===== src/rtl/vn_pkg.sv =====
// Package: shared types and constants for the vector normalizer.
package vn_pkg;

    localparam int IN_W   = 16;
    localparam int FRAC_W = 14;
    localparam int UNIT_W = FRAC_W + 2;
    localparam int MAG_W  = IN_W;              // magnitude of a component, up to 2^(IN_W-1)
    localparam int SUM_W  = 2 * IN_W + 1;      // sum of three squares
    localparam int LEN_W  = IN_W + 1;          // root of SUM_W bits
    localparam int NUM_W  = MAG_W + FRAC_W;    // dividend width
    localparam int QUO_W  = FRAC_W + 1;        // quotient, at most 2^FRAC_W

    typedef struct packed {
        logic signed [IN_W-1:0] vec_x;
        logic signed [IN_W-1:0] vec_y;
        logic signed [IN_W-1:0] vec_z;
    } t_req;

    typedef struct packed {
        logic signed [UNIT_W-1:0] unit_x;
        logic signed [UNIT_W-1:0] unit_y;
        logic signed [UNIT_W-1:0] unit_z;
        logic        [IN_W-1:0]   vec_length;
        logic                     zero_vector;
    } t_rsp;

    // Classified request handed from front to back.
    typedef struct packed {
        logic [2:0][MAG_W-1:0] mag;
        logic [2:0]            neg;
        logic [SUM_W-1:0]      sum;
    } t_cls;

endpackage


===== src/rtl/vn_fifo.sv =====
// Short queue between front and back parts.
module vn_fifo #(
    parameter int DEPTH = 8
) (
    input  logic          i_clk,
    input  logic          i_rst_n,
    input  logic          i_push,
    input  vn_pkg::t_cls  i_data,
    input  logic          i_pop,
    output logic          o_empty,
    output logic [$clog2(DEPTH+1)-1:0] o_count,
    output vn_pkg::t_cls  o_data
);

    localparam int AW = $clog2(DEPTH);

    vn_pkg::t_cls           r_mem [DEPTH];
    logic [AW-1:0]          r_wp, r_rp;
    logic [$clog2(DEPTH+1)-1:0] r_cnt;
    logic                   w_wr, w_rd;

    assign w_rd = i_pop && (r_cnt != '0);
    assign w_wr = i_push;

    always_ff @(posedge i_clk) begin
        if (!i_rst_n) begin
            r_wp <= '0;
            r_rp <= '0;
            r_cnt <= '0;
        end else begin
            if (w_wr) r_wp <= (r_wp == AW'(DEPTH-1)) ? '0 : r_wp + 1'b1;
            if (w_rd) r_rp <= (r_rp == AW'(DEPTH-1)) ? '0 : r_rp + 1'b1;
            r_cnt <= r_cnt + (w_wr ? 1'b1 : 1'b0) - (w_rd ? 1'b1 : 1'b0);
        end
    end

    always_ff @(posedge i_clk) begin
        if (w_wr) r_mem[r_wp] <= i_data;
    end

    assign o_data  = r_mem[r_rp];
    assign o_empty = (r_cnt == '0);
    assign o_count = r_cnt;

endmodule


===== config.mk =====
export PLATFORM = sky130hd
export DESIGN_NAME = vn_fifo
export DESIGN_NICKNAME = d
export VERILOG_FILES = /design/src/rtl/vn_pkg.sv /design/src/rtl/vn_fifo.sv
export SDC_FILE = /design/constraint.sdc
export NUM_CORES = 1
export LEC_CHECK = 0
export ABC_AREA = 1
export BUFFER_PORTS_ARGS = -buffer_cell sky130_fd_sc_hd__clkbuf_2
export CORE_MARGIN = 2
export CORE_UTILIZATION = 54
export DETAILED_ROUTE_END_ITERATION = 16
export PLACE_DENSITY = 0.7
export SLEW_MARGIN = 20
export SYNTH_ARGS = -nofsm -noshare
export SYNTH_HDL_FRONTEND = slang
export SYNTH_SLANG_ARGS = --single-unit

===== constraint.sdc =====
create_clock -name i_clk -period 16 [get_ports i_clk]
set_input_delay 4 -clock i_clk [delete_from_list [all_inputs] [get_ports i_clk]]
set_output_delay 4 -clock i_clk [all_outputs]
set_load 0.05 [all_outputs]

==> flow_summary.toml <==
[clocking]
post_cts_buffers = 0
ctsHtreeMaxLevel = 3
clock-sinks = 685
cts_buffer_depth = 3
clk_pin_slew_ns = 0.06
clock_latency_ns = 0.61
cts-resized-gates = 0
cts_tree = "built"
cts_buffers = 70
clock-root-buffer = "clkbuf_16"
cts_hold_buf = 0

[grt]
overflow = 0
track_usage_pct = 23.72
antenna_found_initial = 13
grt_pass1_wl_um = 103500
grt_pass1_vias = 19110
grt_max_degree = 144

[worst_setup_path]
cp-start-kind = "register"
worstSetupPathType = "register to output pin"
reg2reg_to = "r_mem[1][54]"
reg2reg_slack_ns = 13.36
cp.required_ns = 12.00
reg2reg_depth = 4
reg2reg_from = "r_wp[0]"
crit_path_end_kind = "output pin"
arrival_ns = 4.73
worstPathMaxFanout = 143

[run]
max_cap_violations = 0

[floorplan]
die-area_mm2 = 0.05699
dieHeight_um = 238.7
fp-row-count = 86
die_w_um = 238.7
core_area_mm2 = 0.05477
initial_core_util_pct = 54.32
ios = 177

[timing]
setup_viol = 0
rsz0062_at_grt = "no"
period_needed_ns = 8.725
period_share_pct = 54.53
finClkSkew_ns = 0.01507
hold_violations = 0
slew-limit-headroom_pct = 27.12
clock.fmax_mhz = 114.6
slew_viol_final = 0
tns_ns = 0
worstMarginPinSlew_ns = 1.093

[worst_hold_path]
min_delay_path_depth = 2
hp-start = "r_wp[0]"
min_delay_worst_endpoint = "r_wp[0]"
min_path_type = "register to register"

[logic_synthesis]
syn_area_mm2 = 0.02975
synth_seq_cells = 685
netlist_instances = 2994
synth_fp_nets = 3092
yosysUniqueCellTypes = 17
seq_area_frac_synth_pct = 68.70
synth_area_per_cell_um2 = 9.937
synth_warnings = 0

[detailed_routing]
via_count = 19720
drtIter0Drc = 1568
drcViolationCount = 0
drtAntennaViolNets = 0
routed_via_density = 5.072
first_pass_iters = 6
wl_per_cell_um = 17.11
drt_wl_total_um = 66560

[cells_and_area]
synthToLayoutAreaGrowth_pct = 11.94
layout_common_cells = "nand2_1, inv_1, edfxtp_1, nand3_1, clkbuf_2"
multi_input_area_mm2 = 0.006181
final_common_cell = "nand2_1"
drive_above_1_share_pct = 9.519
register_area_mm2 = 0.02045
nNetsFinal = 3235
num-fill-cells = 4362

[outcome]
status = "complete, no violations"

[placement]
hpwlAfterDp_um = 34420
portBuffers = 176
globalplace.congestion = 0.7553

[power_and_ir_drop]
leakage_nw = 15.46
vdd_drop_max_uv = 157.1
power_mw = 5.202
power_density_mw_per_mm2 = 156.2
## per-layer routing
metal  global-route usage [%]  wire length [µm]
met2                    39.07             31940
met5                        0               141
met1                    31.29             28070
met4                    8.201              1488
met3                    5.219              4916
## state kept, by name, summed over array words and instances, names as in the netlist, named ones only
| register | count |
|---|---|
| o_count | 4 |
| r_mem | 672 |
| r_rp | 3 |
| r_wp | 3 |
## Yosys cell counts
library cell | number | area (µm²)
nand3_1 | 343 | 1717
buf_2 | 48 | 240.2
clkbuf_1 | 56 | 210.2
xnor2_1 | 1 | 8.760
inv_2 | 2 | 7.510
fa_1 | 1 | 20.02
buf_4 | 11 | 82.58
nand2_1 | 1108 | 4159
nor2_1 | 14 | 52.55
edfxtp_1 | 672 | 20180
or2_2 | 1 | 6.260
o21ai_0 | 1 | 5.000
dfxtp_1 | 13 | 260.3
buf_1 | 15 | 56.30
a21oi_1 | 8 | 40.04
ha_1 | 9 | 112.6
inv_1 | 691 | 2594
## metrics by stage
| step | cells | utilization, % | hold WS [ns] | instance area, µm² | setup WS, ns |
|---|---|---|---|---|---|
| after floorplan | 2994 | - | 0.4630 | 29750 | 7.842 |
| after global placement | 3769 | 56.96 | 0.4731 | 31200 | 8.051 |
| after detailed placement | 3769 | 56.96 | 0.4920 | 31200 | 7.970 |
| after CTS | 3887 | 60.78 | 0.5003 | 33290 | 7.283 |
| after global routing | 3889 | 60.80 | 0.5506 | 33300 | 6.998 |
| final | 3889 | 60.80 | 0.5056 | 33300 | 7.275 |
## worst max path at each step
stage | start | endpoint | slack, ns | depth (start not counted)
final | register | o_data[63] | 7.27 | 9
after global routing | register | o_data[76] | 7.00 | 9
after CTS | register | o_data[77] | 7.28 | 9
after detailed placement | register | o_data[76] | 7.97 | 9
after global placement | register | o_data[67] | 8.05 | 9
after floorplan | i_push | r_mem[1][0] | 7.84 | 2
## cell families (layout without fill, tap and decap cells)
| group | count (synthesis) | in the layout | synth area share (%) |
|---|---|---|---|
| fa+ha+maj | 10 | 10 | 0.4458 |
| xor+xnor | 1 | 1 | 0.02944 |
| flops | 685 | 685 | 68.70 |
| compound gates | 9 | 9 | 0.1514 |
| simple gates | 1466 | 1466 | 19.95 |
| other cells | 0 | 2 | 0 |
| buf+inv | 823 | 1012 | 10.72 |
## cell type report
class / instances / area share, %
multi-input cells: 1486 / 18.56
clock inverters: 28 / 0.7364
repair buffers: 201 / 3.231
flip-flops and latches: 685 / 61.41
clock buffers: 90 / 5.549
diodes: 2 / 0.01503
inverters: 693 / 7.852
well taps: 704 / 2.645
## worst max-delay path, cell delays in order, from the launching register on
cell,delay (ns)
dfxtp_4,0.55
inv_8,0.73
buf_4,0.87
buf_4,0.96
nand2_1,0.13
nand3_1,0.13
nand2_1,0.06
nand2_1,0.06
nand2_1,0.14
clkbuf_2,0.27
## where the power goes
group          internal (mW)  total [mW]  switching [mW]  leakage [nW]
combinational          0.360        1.61            1.25          8.24
clock                  0.850        1.51           0.655          1.01
sequential              2.03        2.09          0.0627          6.21
Power figures use the tool's default switching activity.
