$ cat config.mk
export PLATFORM = sky130hd
export DESIGN_NAME = vn_front
export DESIGN_NICKNAME = d
export VERILOG_FILES = /design/src/rtl/vn_pkg.sv /design/src/rtl/vn_front.sv
export SDC_FILE = /design/constraint.sdc
export NUM_CORES = 2
export LEC_CHECK = 0
export ABC_CLOCK_PERIOD_IN_PS = 9800
export BUFFER_PORTS_ARGS = -buffer_cell sky130_fd_sc_hd__buf_2
export CAP_MARGIN = 40
export CORE_ASPECT_RATIO = 0.5
export CORE_MARGIN = 2
export CORE_UTILIZATION = 31
export CTS_BUF_LIST = sky130_fd_sc_hd__clkbuf_4 sky130_fd_sc_hd__clkbuf_8 sky130_fd_sc_hd__clkbuf_16
export DETAILED_ROUTE_END_ITERATION = 16
export GPL_TIMING_DRIVEN = 0
export PLACE_DENSITY = 0.45
export SLEW_MARGIN = 20
export SYNTH_ARGS = -nofsm -noshare
export SYNTH_HDL_FRONTEND = slang
export SYNTH_SLANG_ARGS = --single-unit
$ cat constraint.sdc
create_clock -name i_clk -period 9.8 [get_ports i_clk]
set_input_delay 1.96 -clock i_clk [delete_from_list [all_inputs] [get_ports i_clk]]
set_output_delay 1.96 -clock i_clk [all_outputs]
set_load 0.05 [all_outputs]
$ cat src/rtl/vn_pkg.sv
// Package: shared types and constants for the vector normalizer.
package vn_pkg;

    localparam int IN_W   = 16;
    localparam int FRAC_W = 14;
    localparam int UNIT_W = FRAC_W + 2;
    localparam int MAG_W  = IN_W;              // magnitude of a component, up to 2^(IN_W-1)
    localparam int SUM_W  = 2 * IN_W + 1;      // sum of three squares
    localparam int LEN_W  = IN_W + 1;          // root of SUM_W bits
    localparam int NUM_W  = MAG_W + FRAC_W;    // dividend width
    localparam int QUO_W  = FRAC_W + 1;        // quotient, at most 2^FRAC_W

    typedef struct packed {
        logic signed [IN_W-1:0] vec_x;
        logic signed [IN_W-1:0] vec_y;
        logic signed [IN_W-1:0] vec_z;
    } t_req;

    typedef struct packed {
        logic signed [UNIT_W-1:0] unit_x;
        logic signed [UNIT_W-1:0] unit_y;
        logic signed [UNIT_W-1:0] unit_z;
        logic        [IN_W-1:0]   vec_length;
        logic                     zero_vector;
    } t_rsp;

    // Classified request handed from front to back.
    typedef struct packed {
        logic [2:0][MAG_W-1:0] mag;
        logic [2:0]            neg;
        logic [SUM_W-1:0]      sum;
    } t_cls;

endpackage

$ cat src/rtl/vn_front.sv
// Front part: component magnitudes and the sum of squares, two stages.
module vn_front (
    input  logic              i_clk,
    input  logic              i_rst_n,
    input  logic              i_valid,
    input  vn_pkg::t_req      i_req,
    input  logic              i_stall,
    output logic              o_valid,
    output vn_pkg::t_cls      o_cls
);

    logic [1:0]                          r_vld;
    logic [2:0][vn_pkg::MAG_W-1:0]       r_mag, r_mag2;
    logic [2:0]                          r_neg, r_neg2;
    logic [2:0][2*vn_pkg::MAG_W-1:0]     r_sq;
    logic [vn_pkg::SUM_W-1:0]            r_sum;
    logic [vn_pkg::SUM_W-1:0]            n_sum;
    logic [2:0][vn_pkg::IN_W-1:0]        w_in;
    logic [2:0][vn_pkg::MAG_W-1:0]       w_mag;

    assign w_in = {i_req.vec_z, i_req.vec_y, i_req.vec_x};
    assign n_sum = vn_pkg::SUM_W'(r_sq[0]) + vn_pkg::SUM_W'(r_sq[1])
                 + vn_pkg::SUM_W'(r_sq[2]);

    always_comb begin
        for (int i = 0; i < 3; i++) begin
            w_mag[i] = w_in[i][vn_pkg::IN_W-1] ? (~w_in[i] + 1'b1) : w_in[i];
        end
    end

    always_ff @(posedge i_clk) begin
        if (!i_rst_n) begin
            r_vld <= '0;
        end else if (!i_stall) begin
            r_vld <= {r_vld[0], i_valid};
        end
    end

    always_ff @(posedge i_clk) begin
        if (!i_stall) begin
            for (int i = 0; i < 3; i++) begin
                r_neg[i] <= w_in[i][vn_pkg::IN_W-1];
                r_mag[i] <= w_mag[i];
                r_sq[i]  <= w_mag[i] * w_mag[i];
            end
            r_mag2 <= r_mag;
            r_neg2 <= r_neg;
            r_sum  <= n_sum;
        end
    end

    assign o_valid = r_vld[1];
    assign o_cls   = '{mag: r_mag2, neg: r_neg2, sum: r_sum};

endmodule

==> flow_summary.yaml <==
setup_path:
  max_stage_delay_ns: 0.54
  critPathCaptureType: "flop"
  startpoint_type: "input port"
  cp_data_required_time_ns: 10.13
  cp-endpoint: "r_sq[63]$_DFFE_PN_"
  r2r-start: "r_sq[72]$_DFFE_PN_"
  r2r_cells: 9
  critPathKind: "in -> reg"
  r2r_setup_slack_ns: 6.07
  startpoint: "i_req[16]"
  slowest_stage: "fa_1"
  worstReg2RegEnd: "r_sum[25]$_DFFE_PN_"
  crit_fanout: 9
  crit_path_frequent_cell: "fa_1"
  arrival_ns: 9.84
floorplan:
  core_um2: 99900
  die_y_um: 228
  die-area_um2: 103000
  rows: 82
  start_util: 0.312
  fp.dieW_um: 453
  ios: 137
sta:
  drv_slew: 0
  rsz0062_at_grt: "true"
  max_freq_mhz: 105
  setup_viol: 0
  fin_crit_ns: 9.52
  fin_skew_ns: 0.0177
  relSlewSlack: 0.426
  post-route-period-util: 0.971
  finalHoldViolations: 0
  worstMarginPinSlew_ns: 0.856
  tns_ns: 0
  final.setup.worst_slack_ns: 0.283
finish:
  drive_gt1_frac: 0.0873
  fin_nets: 4205
  fillerInstances: 10200
  area_growth_pct: 12.5
  num_antenna_cells: 0
clocking:
  hold_buffers: 0
  cts.sinks: 227
  insertion_delay_ns: 0.60
  cts_root_buffer: "clkbuf_16"
  clk_pin_slew_ns: 0.07
  numCtsBuffers: 27
  htreeDepth: 1
  cts_max_path_buffers: 3
  cts_tree: "yes"
synthesis:
  synth_commonest_cells: "731 x inv_1, 521 x fa_1, 319 x ha_1"
  synth_cell_types: 77
  synth_edf_count: 225
  synth_top_area_frac: 0.334
  syn_inst: 3081
  synth-seq-cells: 227
  yosysSeqAreaShare: 0.218
  synthTopCellsByArea: "fa_1 33%, edfxtp_1 22%, ha_1 13%, inv_1 8.8%, nand2_1 3.0%"
  avgSynthCellArea_um2: 10.1
  synth_top_area_cell: "fa_1"
  netlist_area_um2: 31200
  ys.flop_type: "edfxtp_1"
  yosys_warnings: 0
  synth_most_common_cell: "inv_1"
  synthArstFlopShare: 0
global_routing:
  grt_max_degree: 73
  grt_usage: 0.159
  grt_pass1_wl_mm: 129
  grt_pass1_vias: 22600
  antenna_found_initial: 0
  grt.overflow.total: 0
route:
  vias: 21400
  dr.pass1.iters: 5
  via_per_inst: 4.57
  wl_per_cell_um: 17.2
  drc: 0
  routed_wl_mm: 80.3
  drt_iter0_drc: 1091
  ant_nets: 0
run:
  maxCapViolations: 0
placed_design:
  dp_hpwl_mm: 67.3
  portBuffers: 136
  dp_slack_ns: -1.37
  gp_congestion: 0.846
run_status:
  status: "complete, no violations"
min_path:
  hold_path.class: "reg -> reg"
how the worst min path moves through the flow:
| stage | to | slack [ns] | depth (start not counted) | start |
|---|---|---|---|---|
| floorplan | o_cls[37]$_DFFE_PN_ | 0.40 | 0 | r_mag[1]$_DFFE_PN_ |
| global placement | r_neg2[1]$_DFFE_PN_ | 0.40 | 0 | r_neg[1]$_DFFE_PN_ |
| detailed placement | o_cls[43]$_DFFE_PN_ | 0.40 | 0 | r_mag[7]$_DFFE_PN_ |
| CTS | o_cls[67]$_DFFE_PN_ | 0.41 | 0 | r_mag[31]$_DFFE_PN_ |
| global route | o_cls[77]$_DFFE_PN_ | 0.42 | 0 | r_mag[41]$_DFFE_PN_ |
| finish | o_cls[67]$_DFFE_PN_ | 0.40 | 0 | r_mag[31]$_DFFE_PN_ |
repair_timing:
action | CTS | global route
endpoints found under the setup margin | 27 | 20
gates resized for setup | 16 | 33
pin swaps | 1 | 5
setup buffers | 1 | 12
flip-flops by register name, summed over array words and instances, names as in the netlist:
register and count:
r_sq 90, o_cls 48, r_mag 48, r_sum 33, r_neg2 3, r_neg 3, r_vld 2
worst max-delay path: cells and delay by family:
family	cells	cell delay, ns
adders and majority gates	8	3.58
xor gates and xnor gates	1	0.31
AOI/OAI and AO/OA	7	1.66
muxes	1	0.40
buffers and inverters	9	1.08
and+or+nand+nor	4	0.82
cell type report:
| type | instances | area (um^2) | share of cell area |
|---|---|---|---|
| well taps | 1344 | 1680 | 0.0479 |
| flip-flops and latches | 227 | 6800 | 0.194 |
| multi-input cells | 2071 | 21600 | 0.615 |
| inverters | 755 | 2860 | 0.0815 |
| clock buffers | 30 | 698 | 0.0199 |
| clock inverters | 20 | 198 | 0.00563 |
| plain buffers | 60 | 251 | 0.00716 |
| repair buffers | 171 | 1010 | 0.0289 |
through the flow:
stage                     area (um^2)  hold slack, ns   util  instances
after global placement          33700           0.402  0.337       4595
final                           35100           0.404  0.351       4678
after global routing            35100           0.419  0.351       4678
after CTS                       34900           0.406  0.349       4665
after detailed placement        33900           0.405  0.340       4615
after floorplan                 31300           0.400      -       3115
per-layer routing:
metal / track usage / wire length [um]
met2: 0.250 / 36500
met5: 0 / 0
met3: 0.0180 / 2740
met4: 0.0195 / 932
met1: 0.240 / 40200
cells by family after synthesis:
logic type / synth area share
xor+xnor: 0.0470
fa+ha+maj: 0.462
compound gates: 0.0824
simple gates: 0.0904
mux: 0.00132
other cells: 0.000241
flops: 0.218
buf+inv: 0.0986
layout by cell type, fill, tap and decap left out, drive strengths merged, types with 20 or more instances in the layout:
cell    synthesis  layout
inv           741     752
fa            521     521
ha            319     319
nand2         249     249
nor2          226     226
edfxtp        225     225
buf             6     176
a21oi         121     121
xnor2          94      94
clkbuf         56      85
xor2           71      71
a21o           67      67
o21ai          65      65
conb            2      36
nand3          25      25
nor3           22      22
nor2b          20      20
Power is not shown: default switching activity piles up to over one toggle a cycle in this logic, so the estimate is an artifact.
